<file path="src/hw/rtl/convex_hull_edge_walk_defines.svh">
// Assertion macros for the convex hull edge walk.
// No dependencies; included by the RTL files that carry assertions.
`ifndef CONVEX_HULL_EDGE_WALK_DEFINES_SVH
`define CONVEX_HULL_EDGE_WALK_DEFINES_SVH

// Same-cycle implication, disabled while reset is high.
`define CHEW_ASSERT_SAME(label, clk, rst, ante, cons) \
   label: assert property (@(posedge clk) disable iff (rst) (ante) |-> (cons)) \
      else $error("same-cycle check failed");

// Next-cycle implication, disabled while reset is high.
`define CHEW_ASSERT_NEXT(label, clk, rst, ante, cons) \
   label: assert property (@(posedge clk) disable iff (rst) (ante) |=> (cons)) \
      else $error("next-cycle check failed");

`endif

</file>
<file path="src/hw/rtl/chew_pkg.sv">
// Shared types and constants for the convex hull edge walk.
// No dependencies.
package chew_pkg;

   localparam int MAX_POINTS_DEF = 64;
   localparam int COORD_W        = 16;
   localparam int PORT_IDX_W     = 6;

   typedef logic signed [COORD_W-1:0] coord_type;
   typedef logic [PORT_IDX_W-1:0]     port_idx_type;
   typedef logic [1:0]                status_type;

   localparam status_type STATUS_EDGE  = 2'd0; // valid hull edge
   localparam status_type STATUS_FEW   = 2'd1; // fewer than two points
   localparam status_type STATUS_STUCK = 2'd2; // no candidate or step limit

   typedef enum logic [3:0] {
      ST_LOAD,
      ST_SCAN_RD,
      ST_SCAN,
      ST_CAND,
      ST_CAND_RD,
      ST_MUL_A,
      ST_MUL_B,
      ST_CMP,
      ST_EMIT
   } state_type;

endpackage

</file>
<file path="src/hw/rtl/convex_hull_edge_walk.sv">
// Convex hull edge walk: points load one word per cycle into an internal
// memory while req_ready is high; the word flagged last_point closes the set
// and starts a gift-wrap walk (a set of fewer than two points instead gets a
// single STATUS_FEW word). The walk scans for the start (largest x, highest
// index), skips the current and previous vertex as candidates, fetches each
// tested candidate and tests it against the stored points in turn (one shared
// 17x17 multiplier forms the two products of that point's cross product, then
// a compare), and emits each edge, waiting while rsp_ready holds back the
// previous edge word. req_ready stays low for the whole walk.
// Depends on chew_pkg and convex_hull_edge_walk_defines.svh.
`include "convex_hull_edge_walk_defines.svh"

module convex_hull_edge_walk
   import chew_pkg::*;
#(
   parameter int MAX_POINTS = MAX_POINTS_DEF
) (
   input  logic         clock,
   input  logic         reset,
   // point words
   input  logic         req_valid,
   output logic         req_ready,
   input  coord_type    req_point_x,
   input  coord_type    req_point_y,
   input  logic         req_last_point,
   // edge words
   output logic         rsp_valid,
   input  logic         rsp_ready,
   output port_idx_type rsp_from_index,
   output port_idx_type rsp_to_index,
   output status_type   rsp_status,
   output logic         rsp_last_edge
);

   localparam int IDX_W = $clog2(MAX_POINTS);
   localparam int CNT_W = $clog2(MAX_POINTS + 1);
   localparam int DIF_W = COORD_W + 1;
   localparam int PRD_W = 2 * DIF_W;

   typedef logic [IDX_W-1:0]        idx_type;
   typedef logic [CNT_W-1:0]        cnt_type;
   typedef logic signed [DIF_W-1:0] dif_type;
   typedef logic signed [PRD_W-1:0] prd_type;

   // point memory: y in the upper half, x in the lower half
   logic [2*COORD_W-1:0] mem [MAX_POINTS];
   logic [2*COORD_W-1:0] rd_data_ff;
   idx_type              rd_addr;
   logic                 mem_we;

   state_type  state_ff, state_in;
   cnt_type    count_ff, count_in;     // points stored in this run
   idx_type    start_ff, start_in;
   idx_type    cur_ff, cur_in;
   idx_type    prev_ff, prev_in;
   logic       prev_valid_ff, prev_valid_in;
   cnt_type    edges_ff, edges_in;
   cnt_type    cand_ff, cand_in;       // candidate under test, may reach n
   cnt_type    j_ff, j_in;             // point tested against the candidate
   coord_type  cur_x_ff, cur_x_in, cur_y_ff, cur_y_in;
   coord_type  cand_x_ff, cand_x_in, cand_y_ff, cand_y_in;
   dif_type    dx_ff, dx_in, dy_ff, dy_in, ex_ff, ex_in;
   prd_type    prod_a_ff, prod_a_in, prod_b_ff, prod_b_in;
   logic       pos_ff, pos_in, neg_ff, neg_in;
   idx_type    pend_from_ff, pend_from_in, pend_to_ff, pend_to_in;
   status_type pend_status_ff, pend_status_in;
   logic       pend_last_ff, pend_last_in;
   logic       rsp_valid_ff, rsp_valid_in;
   idx_type    rsp_from_ff, rsp_from_in, rsp_to_ff, rsp_to_in;
   status_type rsp_status_ff, rsp_status_in;
   logic       rsp_last_ff, rsp_last_in;

   coord_type rd_x, rd_y;
   dif_type   mul_op1, mul_op2;
   prd_type   mul_out;
   cnt_type   n_new;
   logic      rsp_free;
   logic      scan_take;
   logic      pos_n, neg_n;

   assign rd_x     = rd_data_ff[COORD_W-1:0];
   assign rd_y     = rd_data_ff[2*COORD_W-1:COORD_W];
   assign rsp_free = !rsp_valid_ff || rsp_ready;
   assign req_ready = (state_ff == ST_LOAD);

   // count after this word, with the store saturating at MAX_POINTS
   assign n_new = (count_ff < CNT_W'(MAX_POINTS)) ? count_ff + CNT_W'(1) : count_ff;

   // shared multiplier: dx*(yj-yc) first, then dy*(xj-xc)
   assign mul_op1 = (state_ff == ST_MUL_A) ? dx_ff : dy_ff;
   assign mul_op2 = (state_ff == ST_MUL_A)
                  ? ({rd_y[COORD_W-1], rd_y} - {cur_y_ff[COORD_W-1], cur_y_ff})
                  : ex_ff;
   assign mul_out = mul_op1 * mul_op2;

   assign scan_take = (j_ff == '0) || (rd_x >= cur_x_ff);
   assign pos_n     = pos_ff || (prod_a_ff > prod_b_ff);
   assign neg_n     = neg_ff || (prod_a_ff < prod_b_ff);

   assign mem_we  = req_valid && req_ready && (count_ff < CNT_W'(MAX_POINTS));
   assign rd_addr = (state_ff == ST_CAND) ? cand_ff[IDX_W-1:0] : j_in[IDX_W-1:0];

   always_ff @(posedge clock) begin
      if (mem_we) begin
         mem[count_ff[IDX_W-1:0]] <= {req_point_y, req_point_x};
      end
      rd_data_ff <= mem[rd_addr];
   end

   always_ff @(posedge clock) begin
      if (reset) begin
         state_ff      <= ST_LOAD;
         count_ff      <= '0;
         prev_valid_ff <= 1'b0;
         rsp_valid_ff  <= 1'b0;
      end else begin
         state_ff      <= state_in;
         count_ff      <= count_in;
         prev_valid_ff <= prev_valid_in;
         rsp_valid_ff  <= rsp_valid_in;
      end
   end

   always_ff @(posedge clock) begin
      start_ff       <= start_in;
      cur_ff         <= cur_in;
      prev_ff        <= prev_in;
      edges_ff       <= edges_in;
      cand_ff        <= cand_in;
      j_ff           <= j_in;
      cur_x_ff       <= cur_x_in;
      cur_y_ff       <= cur_y_in;
      cand_x_ff      <= cand_x_in;
      cand_y_ff      <= cand_y_in;
      dx_ff          <= dx_in;
      dy_ff          <= dy_in;
      ex_ff          <= ex_in;
      prod_a_ff      <= prod_a_in;
      prod_b_ff      <= prod_b_in;
      pos_ff         <= pos_in;
      neg_ff         <= neg_in;
      pend_from_ff   <= pend_from_in;
      pend_to_ff     <= pend_to_in;
      pend_status_ff <= pend_status_in;
      pend_last_ff   <= pend_last_in;
      rsp_from_ff    <= rsp_from_in;
      rsp_to_ff      <= rsp_to_in;
      rsp_status_ff  <= rsp_status_in;
      rsp_last_ff    <= rsp_last_in;
   end

   always_comb begin
      state_in       = state_ff;
      count_in       = count_ff;
      start_in       = start_ff;
      cur_in         = cur_ff;
      prev_in        = prev_ff;
      prev_valid_in  = prev_valid_ff;
      edges_in       = edges_ff;
      cand_in        = cand_ff;
      j_in           = j_ff;
      cur_x_in       = cur_x_ff;
      cur_y_in       = cur_y_ff;
      cand_x_in      = cand_x_ff;
      cand_y_in      = cand_y_ff;
      dx_in          = dx_ff;
      dy_in          = dy_ff;
      ex_in          = ex_ff;
      prod_a_in      = prod_a_ff;
      prod_b_in      = prod_b_ff;
      pos_in         = pos_ff;
      neg_in         = neg_ff;
      pend_from_in   = pend_from_ff;
      pend_to_in     = pend_to_ff;
      pend_status_in = pend_status_ff;
      pend_last_in   = pend_last_ff;
      rsp_valid_in   = rsp_valid_ff && !rsp_ready;
      rsp_from_in    = rsp_from_ff;
      rsp_to_in      = rsp_to_ff;
      rsp_status_in  = rsp_status_ff;
      rsp_last_in    = rsp_last_ff;

      unique case (state_ff)
         ST_LOAD: begin
            if (req_valid) begin
               count_in = n_new;
               if (req_last_point) begin
                  j_in = '0;
                  if (n_new < CNT_W'(2)) begin
                     pend_from_in   = '0;
                     pend_to_in     = '0;
                     pend_status_in = STATUS_FEW;
                     pend_last_in   = 1'b1;
                     state_in       = ST_EMIT;
                  end else begin
                     state_in = ST_SCAN_RD;
                  end
               end
            end
         end

         ST_SCAN_RD: begin
            // read of point 0 in flight
            j_in     = '0;
            state_in = ST_SCAN;
         end

         ST_SCAN: begin
            // ties go to the later index
            if (scan_take) begin
               cur_in   = j_ff[IDX_W-1:0];
               cur_x_in = rd_x;
               cur_y_in = rd_y;
            end
            if (j_ff == count_ff - CNT_W'(1)) begin
               start_in      = scan_take ? j_ff[IDX_W-1:0] : cur_ff;
               prev_valid_in = 1'b0;
               prev_in       = '0;
               edges_in      = '0;
               cand_in       = '0;
               state_in      = ST_CAND;
            end else begin
               j_in = j_ff + CNT_W'(1);
            end
         end

         ST_CAND: begin
            if (cand_ff == count_ff) begin
               pend_from_in   = cur_ff;
               pend_to_in     = cur_ff;
               pend_status_in = STATUS_STUCK;
               pend_last_in   = 1'b1;
               state_in       = ST_EMIT;
            end else if ((cand_ff == CNT_W'(cur_ff)) ||
                         (prev_valid_ff && (cand_ff == CNT_W'(prev_ff)))) begin
               cand_in = cand_ff + CNT_W'(1);
            end else begin
               state_in = ST_CAND_RD;
            end
         end

         ST_CAND_RD: begin
            // candidate word arrives; start the sweep at point 0
            cand_x_in = rd_x;
            cand_y_in = rd_y;
            dx_in     = {rd_x[COORD_W-1], rd_x} - {cur_x_ff[COORD_W-1], cur_x_ff};
            dy_in     = {rd_y[COORD_W-1], rd_y} - {cur_y_ff[COORD_W-1], cur_y_ff};
            pos_in    = 1'b0;
            neg_in    = 1'b0;
            j_in      = '0;
            state_in  = ST_MUL_A;
         end

         ST_MUL_A: begin
            prod_a_in = mul_out;
            ex_in     = {rd_x[COORD_W-1], rd_x} - {cur_x_ff[COORD_W-1], cur_x_ff};
            state_in  = ST_MUL_B;
         end

         ST_MUL_B: begin
            prod_b_in = mul_out;
            state_in  = ST_CMP;
         end

         ST_CMP: begin
            // cross product sign is sign(prod_a - prod_b)
            pos_in = pos_n;
            neg_in = neg_n;
            if (pos_n && neg_n) begin
               cand_in  = cand_ff + CNT_W'(1);
               state_in = ST_CAND;
            end else if (j_ff == count_ff - CNT_W'(1)) begin
               // supporting line found: step along the hull
               prev_in        = cur_ff;
               prev_valid_in  = 1'b1;
               cur_in         = cand_ff[IDX_W-1:0];
               cur_x_in       = cand_x_ff;
               cur_y_in       = cand_y_ff;
               edges_in       = edges_ff + CNT_W'(1);
               pend_from_in   = cur_ff;
               pend_to_in     = cand_ff[IDX_W-1:0];
               if (cand_ff == CNT_W'(start_ff)) begin
                  pend_status_in = STATUS_EDGE;
                  pend_last_in   = 1'b1;
               end else if (edges_ff + CNT_W'(1) >= count_ff) begin
                  pend_status_in = STATUS_STUCK;
                  pend_last_in   = 1'b1;
               end else begin
                  pend_status_in = STATUS_EDGE;
                  pend_last_in   = 1'b0;
               end
               state_in = ST_EMIT;
            end else begin
               j_in     = j_ff + CNT_W'(1);
               state_in = ST_MUL_A;
            end
         end

         ST_EMIT: begin
            if (rsp_free) begin
               rsp_valid_in  = 1'b1;
               rsp_from_in   = pend_from_ff;
               rsp_to_in     = pend_to_ff;
               rsp_status_in = pend_status_ff;
               rsp_last_in   = pend_last_ff;
               if (pend_last_ff) begin
                  count_in      = '0;
                  prev_valid_in = 1'b0;
                  state_in      = ST_LOAD;
               end else begin
                  cand_in  = '0;
                  state_in = ST_CAND;
               end
            end
         end

         default: begin
            state_in = ST_LOAD;
         end
      endcase
   end

   assign rsp_valid      = rsp_valid_ff;
   assign rsp_from_index = port_idx_type'(rsp_from_ff);
   assign rsp_to_index   = port_idx_type'(rsp_to_ff);
   assign rsp_status     = rsp_status_ff;
   assign rsp_last_edge  = rsp_last_ff;

   // the two products of one point are formed back to back
   `CHEW_ASSERT_NEXT(a_mul_order, clock, reset, state_ff == ST_MUL_A, state_ff == ST_MUL_B)
   // a short point set reports once, as the run's final word, at index zero
   `CHEW_ASSERT_SAME(a_few_final, clock, reset,
      rsp_valid_ff && (rsp_status_ff == STATUS_FEW),
      rsp_last_ff && (rsp_from_ff == '0) && (rsp_to_ff == '0))
   // a tested candidate is never the current or previous vertex
   `CHEW_ASSERT_SAME(a_cand_fresh, clock, reset,
      (state_ff == ST_CMP) && prev_valid_ff,
      (cand_ff != CNT_W'(prev_ff)) && (cand_ff != CNT_W'(cur_ff)))
   // the final word of a run empties the store and reopens the input
   `CHEW_ASSERT_NEXT(a_run_clears, clock, reset,
      (state_ff == ST_EMIT) && rsp_free && pend_last_ff,
      (state_ff == ST_LOAD) && (count_ff == '0))

endmodule

</file>
<file path="config.mk">
export PLATFORM = sky130hd
export DESIGN_NAME = convex_hull_edge_walk
export DESIGN_NICKNAME = d
export VERILOG_FILES = /design/src/hw/rtl/chew_pkg.sv /design/src/hw/rtl/convex_hull_edge_walk.sv
export VERILOG_INCLUDE_DIRS = /design/src /design/src/hw/rtl
export SDC_FILE = /design/constraint.sdc
export NUM_CORES = 2
export LEC_CHECK = 0
export ABC_AREA = 1
export BUFFER_PORTS_ARGS = -buffer_cell sky130_fd_sc_hd__buf_4
export CAP_MARGIN = 20
export CORE_UTILIZATION = 35
export CTS_CLUSTER_SIZE = 16
export DETAILED_ROUTE_END_ITERATION = 7
export PLACE_DENSITY = 0.53
export SETUP_SLACK_MARGIN = 0.4
export SYNTH_ARGS = -nofsm -noshare
export SYNTH_HDL_FRONTEND = slang
export SYNTH_SLANG_ARGS = --single-unit
export TNS_END_PERCENT = 10
</file>
<file path="constraint.sdc">
create_clock -name clock -period 16.57 [get_ports clock]
set_input_delay 4.971 -clock clock [delete_from_list [all_inputs] [get_ports clock]]
set_output_delay 4.971 -clock clock [all_outputs]
set_load 0.05 [all_outputs]
</file>
==> impl_metrics.json <==
{
  "finalWeightedCongestion": 0.859,
  "ant_nets": 0,
  "crit_slowest_cell": "dfxtp_1",
  "clock_skew_ns": 0.0469,
  "dpl_worst_slack_ns": 5.91,
  "die_h_microns": 574,
  "synth_top_area_cell": "edfxtp_1",
  "post-route-min-period_ns": 9.96,
  "cp-start-kind": "flip-flop",
  "path_common_cell": "inv_1",
  "avgViaCountPerCell": 5.17,
  "drc": 0,
  "fill_cells": 31200,
  "cts_buffers": 267,
  "cp.buffers_inverters": 8,
  "synth.yosys.seq_area_share": 0.612,
  "drive_gt1_frac": 0.0659,
  "port_buffers": 53,
  "layout_commonest_cell": "edfxtp_1",
  "start_util": 0.352,
  "antenna_found_initial": 25,
  "worstPathArrival_ns": 10.57,
  "syn_area_sq_um": 114000,
  "finalWirelength_microns": 345000,
  "cp_max_fo": 14,
  "timing.final.crit_share": 0.601,
  "synth-seq-cells": 2347,
  "worst_slew_pin_slew_ns": 1.19,
  "syn_area_per_cell_sq_um": 10.9,
  "status": "complete, no violations",
  "cp.depth": 38,
  "core_area_sq_um": 325000,
  "hold_path.class": "reg -> reg",
  "crit_path_end_kind": "flip-flop",
  "synth.distinct_cells": 52,
  "rr_worst_depth": 38,
  "setup_viol": 0,
  "numClockSinks": 2347,
  "die-width_microns": 574,
  "slew_violations": 0,
  "grt_overflow": 0,
  "slowest_delay_ns": 0.82,
  "synth_nets": 11000,
  "ctsHoldBuffers": 0,
  "power_per_cell_area_nw_per_um2": 122,
  "root_buffer": "clkbuf_16",
  "fmax_ghz": 0.100,
  "dr.pass1.iters": 6,
  "hold_viol_final": 0,
  "setup_slack_ns": 6.61,
  "crit_path_start": "rd_data_ff[18]",
  "setup_tns_ns": 0,
  "ys_async_sr_fraction": 0,
  "wire_per_inst_microns": 23.1,
  "io_pins": 54,
  "cts_tree": "built",
  "clkSlewWorstSetupHoldPaths_ns": 0.06,
  "grt_pass1_vias": 75100,
  "area_growth_pct": 11.4,
  "placementRows": 209,
  "synth_cells": 10500,
  "synth_area_leaders": "edfxtp_1, nand3_1, inv_1",
  "relSlewSlack": 0.203,
  "crit_end": "prod_b_ff[33]",
  "place.detailed.hpwl_microns": 190000,
  "grt_usage": 0.206,
  "htreeDepth": 5,
  "maxCapViolations": 0,
  "synth_edf_count": 2296,
  "yosys_warnings": 0,
  "synth_flop_cell": "edfxtp_1",
  "p_leak_uw": 0.0505,
  "reg2reg_to": "prod_b_ff[33]",
  "rsz0062_at_grt": "false",
  "layout_common_cells": "edfxtp_1, nand3_1, inv_1, nand2_1, nand3b_1",
  "regToRegStartpoint": "rd_data_ff[18]",
  "required_ns": 17.18,
  "route.vias.total": 77200,
  "crit_type": "reg -> reg",
  "clock_path_buffers": 4,
  "clkLatencyLatePin_ns": 0.91,
  "fin_nets": 10900,
  "die_area_sq_um": 329000,
  "cts-resized-gates": 0,
  "critPathTopFamily": "compound AO/OA/AOI/OAI gates",
  "yosysTopAreaCellShare": 0.603,
  "post_cts_buffers": 0,
  "grt_max_degree": 205,
  "ir_worst_vdd_mv": 0.127,
  "grt_pass1_wl_microns": 508000,
  "r2r_slack_ns": 6.61,
  "drt_iter0_markers": 8089
}
metal layers:
metal	vias up	GRT usage	part of all wire
li1	35200	-	-
met1	38500	0.287	0.43
met2	2965	0.325	0.45
met3	539	0.0345	0.080
met4	14	0.0694	0.034
met5	-	0	0.00022
synthesized netlist by cell type, types with 5 or more instances:
cell and count:
buf_4 28, nor2_1 307, inv_1 1708, nor4_1 9, buf_1 14, o21ai_0 64, nand4_1 15, edfxtp_1 2296
ha_1 165, nand3b_1 765, clkbuf_1 181, xnor2_1 28, o21ai_1 27, fa_1 298, nand2_1 1665, nor3_1 27
nand3_1 2207, a21oi_1 89, or2_2 27, clkinv_1 13, o22ai_1 9, inv_2 11, a31oi_1 6, buf_2 379
buf_6 5, xor2_1 67, o21bai_1 9, a211oi_1 5, o21ai_2 7, dfxtp_1 51
kinds of logic (layout without fill, tap and decap cells):
kind of cell | after synthesis | after routing | synth area share
AND/OR/NAND/NOR | 5037 | 5037 | 0.217
flip-flops | 2347 | 2347 | 0.612
buffers and inverters | 2341 | 2409 | 0.0822
adder cells (fa/ha/maj) | 463 | 463 | 0.0702
AO/OA/AOI/OAI | 242 | 242 | 0.0121
XOR/XNOR | 95 | 95 | 0.00727
other | 0 | 13 | 0
registers in the layout, indices dropped and copies added (netlist names), 7 cells and up:
name	count
count_ff	7
ex_ff	17
edges_ff	7
cur_y_ff	16
prod_a_ff	34
mem	2048
prod_b_ff	34
rd_data_ff	32
cand_x_ff	16
cand_ff	7
dy_ff	17
dx_ff	17
cur_x_ff	16
j_ff	7
cand_y_ff	16
where the power goes:
| group | leakage, uW | switching [uW] | total, uW | internal (uW) |
|---|---|---|---|---|
| clock | 0.00396 | 2420 | 5600 | 3180 |
| combinational | 0.0255 | 2120 | 2940 | 822 |
| sequential | 0.0210 | 232 | 7000 | 6770 |
area by class of cell:
cell class                 instances  area, sq um  share of cell area
sequential                      2347        70000               0.549
multi-input combinational       5837        35600               0.279
clock buffer                     353         7240              0.0568
inverter                        1734         6520              0.0512
tap                             4325         5410              0.0425
timing repair buffer             210         1800              0.0141
clock inverter                   112          853             0.00670
antenna                           13         32.5            0.000255
worst min path at each step:
stage	from	endpoint	slack [ns]	depth (start not counted)
floorplan	pend_from_ff[0]	rsp_from_index[0]	0.40	0
global placement	pend_status_ff[0]	rsp_status[0]	0.41	0
detailed placement	pend_from_ff[2]	rsp_from_index[2]	0.40	0
CTS	pend_from_ff[2]	rsp_from_index[2]	0.42	0
global route	pend_from_ff[2]	rsp_from_index[2]	0.43	0
finish	pend_from_ff[2]	rsp_from_index[2]	0.42	0
through the flow:
stage,hold WS [ns],instances,utilization,instance area [sq um],power (uW)
after floorplan,0.400,10500,-,114000,8990
after global placement,0.410,14400,0.367,119000,10000
after detailed placement,0.405,14400,0.367,119000,10000
after CTS,0.421,14900,0.392,127000,15600
after global routing,0.429,14900,0.392,127000,16200
final,0.420,14900,0.392,127000,15500
No activity file was read; power rests on OpenSTA's default activity.
